===== config.mk =====
export PLATFORM = sky130hd
export DESIGN_NAME = plba_ctrl
export DESIGN_NICKNAME = d
export VERILOG_FILES = /design/src/hdl/plba_pkg.sv /design/src/hdl/plba_ctrl.sv
export SDC_FILE = /design/constraint.sdc
export NUM_CORES = 1
export LEC_CHECK = 0
export BUFFER_PORTS_ARGS = -buffer_cell sky130_fd_sc_hd__buf_4
export CAP_MARGIN = 15
export CELL_PAD_IN_SITES_DETAIL_PLACEMENT = 0
export CELL_PAD_IN_SITES_GLOBAL_PLACEMENT = 2
export CORE_MARGIN = 2
export CORE_UTILIZATION = 19
export CTS_CLUSTER_DIAMETER = 30
export DETAILED_ROUTE_END_ITERATION = 6
export PLACE_DENSITY = 0.81
export SYNTH_ARGS = -nofsm -noshare
export SYNTH_HDL_FRONTEND = slang
export SYNTH_SLANG_ARGS = --single-unit

===== constraint.sdc =====
create_clock -name clk -period 2.2 [get_ports clk]
set_input_delay 0.33 -clock clk [delete_from_list [all_inputs] [get_ports clk]]
set_output_delay 0.33 -clock clk [all_outputs]
set_load 0.01 [all_outputs]

===== src/hdl/plba_pkg.sv =====
`default_nettype none
package plba_pkg;

	localparam int MaxLights = 128;
	localparam int BoostCap = 200;

	typedef enum logic [1:0] {
		OP_CLEAR  = 2'd0,
		OP_APPEND = 2'd1,
		OP_QUERY  = 2'd2,
		OP_NONE   = 2'd3
	} opcode_t;

	typedef struct packed {
		logic [1:0]         opcode;
		logic signed [15:0] pos_x;
		logic signed [15:0] pos_y;
		logic signed [15:0] pos_z;
		logic [14:0]        radius;
		logic [7:0]         strength;
		logic [4:0]         chroma_red;
		logic [5:0]         chroma_green;
		logic [4:0]         chroma_blue;
	} in_item_t;

	typedef struct packed {
		logic [14:0] boost;
		logic [19:0] tint_red;
		logic [20:0] tint_green;
		logic [19:0] tint_blue;
	} out_item_t;

	typedef enum logic [2:0] {
		ST_IDLE,
		ST_READ,
		ST_DIST,
		ST_DIV,
		ST_ACC,
		ST_DONE
	} state_t;

	// controller to datapath
	typedef struct packed {
		logic latch;     // capture input item
		logic wr_light;  // write appended light
		logic clr_cnt;
		logic rd;        // unused; the tables read at the index on every clock
		logic sqdist;    // squared distance stage
		logic div_start;
		logic acc;       // accumulate one light
		logic clr_acc;
		logic show;      // unused; the result is presented with done
	} cmd_t;

	// datapath to controller
	typedef struct packed {
		logic       full;
		logic       last;      // index is the final stored light
		logic       empty;
		logic       hit;       // light reaches query point
		logic       div_done;
	} sts_t;

endpackage
`default_nettype wire


===== src/hdl/plba_ctrl.sv =====
`default_nettype none
module plba_ctrl (
	input  wire                 clk,
	input  wire                 arst_n,
	input  wire                 start,
	input  wire [1:0]           opcode,
	input  wire plba_pkg::sts_t sts,
	output logic                busy,
	output logic                done,
	output plba_pkg::cmd_t      cmd
);
	plba_pkg::state_t state_q, state_d;

	always_ff @(posedge clk or negedge arst_n) begin
		if (!arst_n) begin
			state_q <= plba_pkg::ST_IDLE;
		end else begin
			state_q <= state_d;
		end
	end

	always_comb begin
		state_d = state_q;
		cmd     = '0;
		busy    = (state_q != plba_pkg::ST_IDLE);
		done    = 1'b0;
		unique case (state_q)
			plba_pkg::ST_IDLE: begin
				if (start) begin
					cmd.latch = 1'b1;
					unique case (opcode)
						plba_pkg::OP_CLEAR: cmd.clr_cnt = 1'b1;
						plba_pkg::OP_APPEND: cmd.wr_light = !sts.full;
						plba_pkg::OP_QUERY: begin
							cmd.clr_acc = 1'b1;
							state_d = plba_pkg::ST_READ;
						end
						default: ;
					endcase
				end
			end
			plba_pkg::ST_READ: begin
				// ram read of current index lands next cycle
				state_d = sts.empty ? plba_pkg::ST_DONE : plba_pkg::ST_DIST;
			end
			plba_pkg::ST_DIST: begin
				cmd.sqdist = 1'b1;
				state_d = plba_pkg::ST_DIV;
			end
			plba_pkg::ST_DIV: begin
				if (!sts.hit) begin
					state_d = plba_pkg::ST_ACC;
				end else begin
					cmd.div_start = 1'b1;
					state_d = plba_pkg::ST_ACC;
				end
			end
			plba_pkg::ST_ACC: begin
				// a reaching light waits here for the divider
				if (!sts.hit || sts.div_done) begin
					cmd.acc = 1'b1;
					state_d = sts.last ? plba_pkg::ST_DONE : plba_pkg::ST_READ;
				end
			end
			plba_pkg::ST_DONE: begin
				done    = 1'b1;
				state_d = plba_pkg::ST_IDLE;
			end
			default: state_d = plba_pkg::ST_IDLE;
		endcase
	end
endmodule
`default_nettype wire


## After elaboration in Yosys (flattened, before gate mapping)

Index checks and enable logic that the tools add are counted.

| word-level totals | value |
|---|---|
| word-level logic and storage cells | 37 |
| input port bits | 10 |
| output and inout bits | 11 |
| bits in registers | 3 |

| operators by class | value |
|---|---|
| reduce and logical (&&, ||, !) cells | 7 |
| equality and inequality tests | 10 |
| mux-type cells | 19 |

Operators with widths:

| cell | count |
|---|---|
| 3-bit two-way mux | 7 |
| 3-bit one-hot mux with 5 select lines | 1 |
| 1-bit two-way mux | 11 |
| 3-bit by 2-bit equality test with 1-bit output, second input constant | 2 |
| 3-bit equality test, second input constant | 2 |
| 2-bit inequality test, second input constant | 2 |
| 3-bit by 1-bit equality test with 1-bit output, second input constant | 1 |
| 3-bit logical NOT | 1 |
| 3-bit AND reduction | 1 |
| 3-bit nonzero test | 1 |
| 2-bit by 1-bit equality test with 1-bit output, second input constant | 1 |
| 2-bit equality test, second input constant | 1 |
| 1-bit logical NOT | 2 |
| 2-bit logical NOT | 1 |
| 2-bit by 1-bit inequality test with 1-bit output, second input constant | 1 |
| 1-bit logical OR | 1 |

## Longest topological paths before layout

Gate-level depths: netlist of run 1.

| depth | value |
|---|---|
| depth in word-level cells | 4 |
| gate-level depth with buffers | 4 |

## Worst setup path before layout of run 1

Ideal clock, no wire load.

| path | value |
|---|---|
| kind | register to output |
| from | reg state_q[1] |
| to | out cmd[6] (netlist name) |
| path buffers | 1 |
| setup slack | 0.829 ns |
| arrival | 1.041 ns |
| required time | 1.870 ns |
| stages on the path, launching flop included | 5 |
| path through | dfrtp_1 buf_6 nor3_2 nand2_2 nor3_1 |

RTL lines:

| element | line | text |
|---|---|---|
| start, declared | plba_ctrl.sv:12 | `plba_pkg::state_t state_q, state_d;` |
| start signal, assigned | plba_ctrl.sv:16 | `state_q <= plba_pkg::ST_IDLE;` |
| start signal, assigned | plba_ctrl.sv:18 | `state_q <= state_d;` |
| end, declared | plba_ctrl.sv:10 | `output plba_pkg::cmd_t cmd` |

==> summary.txt, run 1 <==
Yosys
  – Synth Cell Area: 278 sq um
  – Synth top area share: 27.0%
  – Synth unique cells: 24
  – Post-Syn Instances: 33
  – Post-synthesis register bit count: 3
  – Syn_area_per_cell: 8.42 sq um
  – Synthesis Warnings: 0
  – Cell taking the most area after synthesis: dfrtp_1
  – Top cells by area, synth: dfrtp_1 (27%), nor2b_1 (6.8%), buf_4 (5.4%)
  – Seq/Total Area, Yosys: 27.0%

Setup path
  – Critical path fanouts, max: 10
  – Worst EP arrival: 1.35 ns
  – FF-to-FF path depth: 3
  – R2R Setup Slk: 1.14 ns
  – Setup crit end kind: output pin
  – WP data required: 1.87 ns
  – Crit start category: register
  – RR Endpoint: state_q[0]
  – Crit path kind: register to output pin
  – RR Startpoint: state_q[0]

Timing
  – Final hold violations: 0
  – Fin Setup TNS: 0 ns
  – Slew Viols, Final: 0
  – RSZ-0062 raised after global routing: false
  – Final Cycle Share: 76.4%
  – Setup Skew: 0.00111 ns
  – Final setup fails: 0
  – Crit path time final: 1.68 ns
  – PnR worst setup slack: 0.519 ns
  – F_max: 595 MHz

Final layout
  – Fin cells: 68
  – Share of cells above drive strength 1: 47.2%
  – Ant. Diodes: 0
  – Max reg flops: 3
  – Top Registers: state_q: 3 flops
  – Area taken by multi-input logic gates: 164 sq um
  – Fillcell total: 144
  – Largest reg by FF count: state_q
  – Final net count: 64
  – P&R area growth vs syn: 58.6%
  – Commonest non-fill, non-tap cells in the layout: buf_4 (18), inv_1 (3), nor2b_1 (3), clkbuf_4 (3), dfrtp_1 (3)
  – Commonest non-fill, non-tap cell in the layout: buf_4
  – FF+latch area: 75.1 sq um

Global routing
  – Gr usage total: 7.57%
  – Initial antenna violation count: 0
  – Vias in the first global route: 253
  – Largest net degree at the start of global routing: 11
  – First-pass GRT wire length: 1020 um
  – Overflow after GRT: 0

Route
  – Final wirelength: 632 um
  – # DRC: 0
  – Vias after detailed routing: 274
  – Antenna-violating nets left: 0
  – Via density: 4.03
  – Initial detailed-routing violation count: 0
  – Drt pass-1 iters: 1
  – Wire per inst: 9.29 um

CTS
  – CTS-repair resized insts: 0
  – Post-CTS setup buffer count: 0
  – Clock slew at reported path FFs: 0.04 ns
  – Hold buffers post-CTS: 1
  – Clock buffer depth: 2
  – CTS tree: yes
  – CTS sink count: 3
  – Worst-skew pair later-pin latency: 0.23 ns
  – CTS Buf Count: 3
  – Clock Tree Root: clkbuf_4
  – H-tree depth: 1

Place
  – Cell count after placement: 63
  – Gp weighted congestion: 0.714
  – Detail Placement HPWL: 492 um
  – PortBufs: 18
  – Pre-CTS setup slack: 0.740 ns

Floorplan
  – Die Wd: 42.2 um
  – DIE HEIGHT: 42.2 um
  – IO Count: 21
  – Initial Util: 20.8%
  – Area of the core: 1330 sq um
  – Die area: 1780 sq um
  – # rows: 13

Hold path
  – Hold Path Class: input port to register
  – Worst Hold End: state_q[2]
  – Hold_sp: sts[3]
  – Hold Crit Depth: 3

Run
  – MaxCap Viol Count: 0

Power and ir drop
  – Worst VDD drop: 553 uV
  – Power density over the cells: 966 nW/um^2
  – P_leak: 0.000230 uW

Run status
  – Status: finished, final reports clean
[worst max path at each step]
stage / startpoint / endpoint / slack [ns] / cells after the start
detailed placement: state_q[1] / cmd[7] / 0.74 / 4
CTS: state_q[1] / cmd[7] / 0.49 / 4
finish: state_q[1] / cmd[7] / 0.52 / 4
floorplan: state_q[1] / cmd[6] / 0.83 / 4
global route: state_q[1] / cmd[6] / 0.34 / 4
global placement: state_q[1] / cmd[7] / 0.75 / 4
[cell usage after synthesis, drive strengths merged]
cell	number
and3	1
conb	1
nand2	2
a2bb2oi	1
nor2	2
nor4	1
o32ai	1
nor3	2
inv	3
nor3b	3
a31oi	1
nand2b	1
dfrtp	3
and3b	1
mux2i	1
o21ai	2
buf	4
nor2b	3
[where the power goes]
group | switching, uW | internal (uW) | leakage (uW)
registers | 47.5 | 77.0 | 0.0000387
logic | 92.0 | 115 | 0.000177
clock network | 25.9 | 67.8 | 0.0000150
[per-layer routing]
| metal | track usage [%] | vias to the layer above | wire length [um] |
|---|---|---|---|
| met3 | 5.17 | 0 | 45 |
| li1 | - | 149 | - |
| met4 | 1.88 | 0 | 0 |
| met2 | 8.62 | 11 | 254 |
| met1 | 11.1 | 114 | 332 |
| met5 | 0 | - | 0 |
[cell families after synthesis]
group	Yosys count	synth area share, %
AND/OR/NAND/NOR	16	40.5
buffers and inverters	7	15.3
AO/OA/AOI/OAI	5	12.2
flip-flops	3	27.0
multiplexers	1	3.60
other	1	1.35
[critical path: stages, from the launching register on]
cell and delay (ns):
dfrtp_1 0.47, nor3_2 0.24, nand2_2 0.12, nor4_2 0.14, buf_4 0.16
[cell type report]
class,count,share of cell area [%]
clock buffer,4,5.97
inverter,3,2.56
multi-input combinational,24,37.2
sequential,3,17.0
tap,15,4.26
timing repair buffer,19,33.0
[metrics by stage]
stage	hold WS (ns)	power, uW	util [%]	instance area [sq um]
6_report	0.326	426	33.0	440
5_1_grt	0.330	469	33.0	440
4_1_cts	0.320	435	33.0	440
3_5_place_dp	0.121	334	30.3	404
3_3_place_gp	0.120	334	30.3	404
2_1_floorplan	0.0344	260	-	282
No activity file was read; power rests on OpenSTA's default activity.
==> run 2: changes to the inputs <==
- ABC_AREA: not set -> 1
- CORE_UTILIZATION: 19 -> 15
- PLACE_DENSITY: 0.81 -> 0.73
- clock period: 2.2 -> 1.5 ns (I/O delays scaled with it)
==> run 2 against run 1 <==
Non-clock buffer count is 4 higher; sequential share of layout area is 2.7 points lower; combinational power up 150%; wire length increased by 49%; via count rose by 41%; worst setup slack worse by 0.46 ns; hold slack worse by 0.13 ns; global-route usage rose by 0.53 points; register-to-register slack got worse by 0.84 ns; clock skew decreased by 0.0010 ns; synthesized cell count increased by 45%.
==> summary.txt, run 2 <==
Power and ir drop
  – Worst VDD drop: 528 uV (was 553 uV)
  – P_leak: 0.000287 uW (was 0.000230 uW)
  – Power density over the cells: 1500 nW/um^2 (was 966 nW/um^2)

Timing
  – Hold Slack: 0.193 ns (was 0.326 ns)
  – Fin Setup TNS: 0 ns (unchanged)
  – F_max: 692 MHz
  – Final setup fails: 0 (unchanged)
  – Final hold violations: 0 (unchanged)
  – Crit path time final: 1.44 ns
  – Setup Skew: 0.000102 ns (was 0.00111 ns)
  – Final Cycle Share: 96.3%
  – Slew Viols, Final: 0 (unchanged)
  – RSZ-0062 raised after global routing: true (was false)

Global routing
  – Gr usage total: 8.10% (was 7.57%)
  – Largest net degree at the start of global routing: 7 (was 11)
  – Vias in the first global route: 347 (was 253)
  – First-pass GRT wire length: 1500 um (was 1020 um)
  – Initial antenna violation count: 0 (unchanged)
  – Overflow after GRT: 0 (unchanged)

CTS
  – Clock slew at reported path FFs: 0.04 ns (about the same)
  – CTS sink count: 3 (unchanged)
  – H-tree depth: 1 (unchanged)
  – Worst-skew pair later-pin latency: 0.23 ns (about the same)
  – CTS Buf Count: 3 (unchanged)
  – Clock Tree Root: clkbuf_4 (unchanged)
  – Clock buffer depth: 2 (unchanged)
  – CTS tree: yes (unchanged)

Yosys
  – Cell taking the most area after synthesis: dfrtp_1 (unchanged)
  – Synth Cell Area: 300 sq um (was 278 sq um)
  – Synthesis Warnings: 0 (unchanged)
  – Post-Syn Instances: 48 (was 33)
  – Top cells by area, synth: dfrtp_1 (25%), nand3_1 (13%), inv_1 (10%) (was dfrtp_1 (27%), nor2b_1 (6.8%), buf_4 (5.4%))
  – Synth top area share: 25.0% (was 27.0%)
  – Syn_area_per_cell: 6.26 sq um (was 8.42 sq um)
  – Ys async rst share: 100% (unchanged)
  – Seq/Total Area, Yosys: 25.0% (was 27.0%)
  – Synth top cells by count: inv_1 (8), nand3_1 (8), nor2_1 (8), nand2_1 (6), dfrtp_1 (3) (was dfrtp_1 (3), inv_1 (3), nor2b_1 (3))
  – EDFF count, synth: 0 (unchanged)
  – Synth unique cells: 18 (was 24)
  – Post-synthesis register bit count: 3 (unchanged)
  – Top_reg_cell synth: dfrtp_1 (unchanged)

Final layout
  – Top Registers: state_q: 3 flops (unchanged)
  – Final net count: 85 (was 64)
  – Commonest non-fill, non-tap cell in the layout: buf_4 (unchanged)
  – Commonest non-fill, non-tap cells in the layout: buf_4 (22), inv_1 (8), nand3_1 (8), nor2_1 (8), nand2_1 (6) (was buf_4 (18), inv_1 (3), nor2b_1 (3), clkbuf_4 (3), dfrtp_1 (3))
  – Fillcell total: 233 (was 144)
  – Max reg flops: 3 (unchanged)
  – Fin util: 28.2% (was 33.0%)
  – Fin cells: 101 (was 68)
  – Largest reg by FF count: state_q (unchanged)
  – P&R area growth vs syn: 80.4% (was 58.6%)
  – Ant. Diodes: 0 (unchanged)
  – Share of cells above drive strength 1: 44.6% (was 47.2%)

Setup path
  – CP cell instances: nor2_4 -> nand2_4 -> nor4_4 -> buf_4 (was nor3_2 -> nand2_2 -> nor4_2 -> buf_4)
  – Crit start category: register (unchanged)
  – Critical path's largest stage delay: 0.42 ns (was 0.47 ns)
  – FF-to-FF path depth: 7 (was 3)
  – Worst EP arrival: 1.22 ns (was 1.35 ns)
  – Setup crit end kind: output pin (unchanged)
  – WP depth: 4 (unchanged)
  – Crit path kind: register to output pin (unchanged)
  – Slowest cell on the critical path: dfrtp_2 (was dfrtp_1)
  – Buf/Inv on CP: 1 (unchanged)
  – WP data required: 1.27 ns (was 1.87 ns)
  – Worst path top cell family by delay: simple AND/OR/NAND/NOR gates (unchanged)
  – Critical path fanouts, max: 6 (was 10)

Floorplan
  – # rows: 16 (was 13)
  – Initial Util: 15.6% (was 20.8%)
  – Area of the core: 1920 sq um (was 1330 sq um)
  – IO Count: 21 (unchanged)
  – Die Wd: 48.7 um (was 42.2 um)
  – Die area: 2380 sq um (was 1780 sq um)
  – DIE HEIGHT: 48.7 um (was 42.2 um)

Run
  – MaxCap Viol Count: 0 (unchanged)

Route
  – # DRC: 0 (unchanged)
  – Vias after detailed routing: 386 (was 274)
  – Antenna-violating nets left: 0 (unchanged)
  – Drt pass-1 iters: 2 (was 1)
  – Final wirelength: 943 um (was 632 um)
  – Wire per inst: 9.34 um (was 9.29 um)
  – Initial detailed-routing violation count: 2 (was 0)
  – Via density: 3.82 (was 4.03)

Run status
  – Status: finished, final reports clean (unchanged)

Place
  – Detail Placement HPWL: 705 um (was 492 um)
  – PortBufs: 18 (unchanged)
  – Cell count after placement: 92 (was 63)
  – Gp weighted congestion: 0.714 (about the same)

Hold path
  – Hold Crit Depth: 2 (was 3)
  – Hold Path Class: input port to register (unchanged)
==> run 2: changes by cell type after synthesis, moves of 2 or more <==
cell     before  now
nand3_1       0    8
nor2_1        2    8
inv_1         3    8
nand2_1       1    6
nor2b_1       3    0
nor3b_1       2    0
==> run 2: worst reg2reg max path: stages, from the launching register on <==
cell and delay [ns]:
dfrtp_2 0.42, nor2_4 0.18, nand2_4 0.10, buf_4 0.14
nor2_2 0.10, nor2_1 0.05, nand2_1 0.05, nand2_1 0.05
==> run 2: cells by family after synthesis <==
| kind of cell | after synthesis | synth area share, % |
|---|---|---|
| and+or+nand+nor | 30 | 51.3 |
| buffers and inverters | 11 | 16.2 |
| AOI/OAI and AO/OA | 3 | 6.25 |
| DFF | 3 | 25.0 |
| other | 1 | 1.25 |
==> run 2: timing repair <==
item                                    in CTS  in global routing
buffers inserted                             2                  2
resized for setup                            3                  1
endpoints found under the setup margin       1                  2
hold buffers                                 1                  0
hold endpoints to repair                     3                  0
pin swaps                                    1                  2
==> run 2: power by group <==
part / internal, uW / total [uW] / switching, uW
clock: 99.5 / 139 / 39.5
combinational: 242 / 512 / 270
sequential: 120 / 164 / 44.1
==> run 2: routing by layer <==
layer	global-route usage (%)	up-vias	wire, um	share of wire, %
met5	0	-	0	0
met4	5.71	0	0	0
met3	2.16	0	78	8.3
met2	12.1	18	449	48
met1	10.0	168	416	44
li1	-	200	-	-
==> run 2: metrics by stage <==
stage	power [uW]	cell area, sq um	worst slack (ns)
after global routing	900	542	-0.0161
after global placement	587	458	0.224
after floorplan	435	304	0.223
after CTS	786	518	0.0485
final	815	542	0.0552
after detailed placement	591	458	0.203
==> run 2: cell type report <==
| cell class | count | area, sq um | area share (%) |
|---|---|---|---|
| inverter | 9 | 33.8 | 6.24 |
| multi-input combinational | 35 | 195 | 36.0 |
| clock buffer | 4 | 26.3 | 4.85 |
| tap | 27 | 33.8 | 6.24 |
| timing repair buffer | 23 | 175 | 32.3 |
| sequential | 3 | 77.6 | 14.3 |
==> run 2: final timing paths <==
| path | start | to | slack [ns] |
|---|---|---|---|
| max in group asynchronous | arst_n | state_q[0] | 1.07 |
| worst min register to register | state_q[0] | state_q[2] | 0.65 |
| min in group asynchronous | arst_n | state_q[2] | 0.33 |
| worst max register to register | state_q[1] | state_q[2] | 0.30 |
| worst min-delay path | sts[2] | state_q[1] | 0.19 |
| worst max-delay path | state_q[1] | cmd[7] | 0.06 |
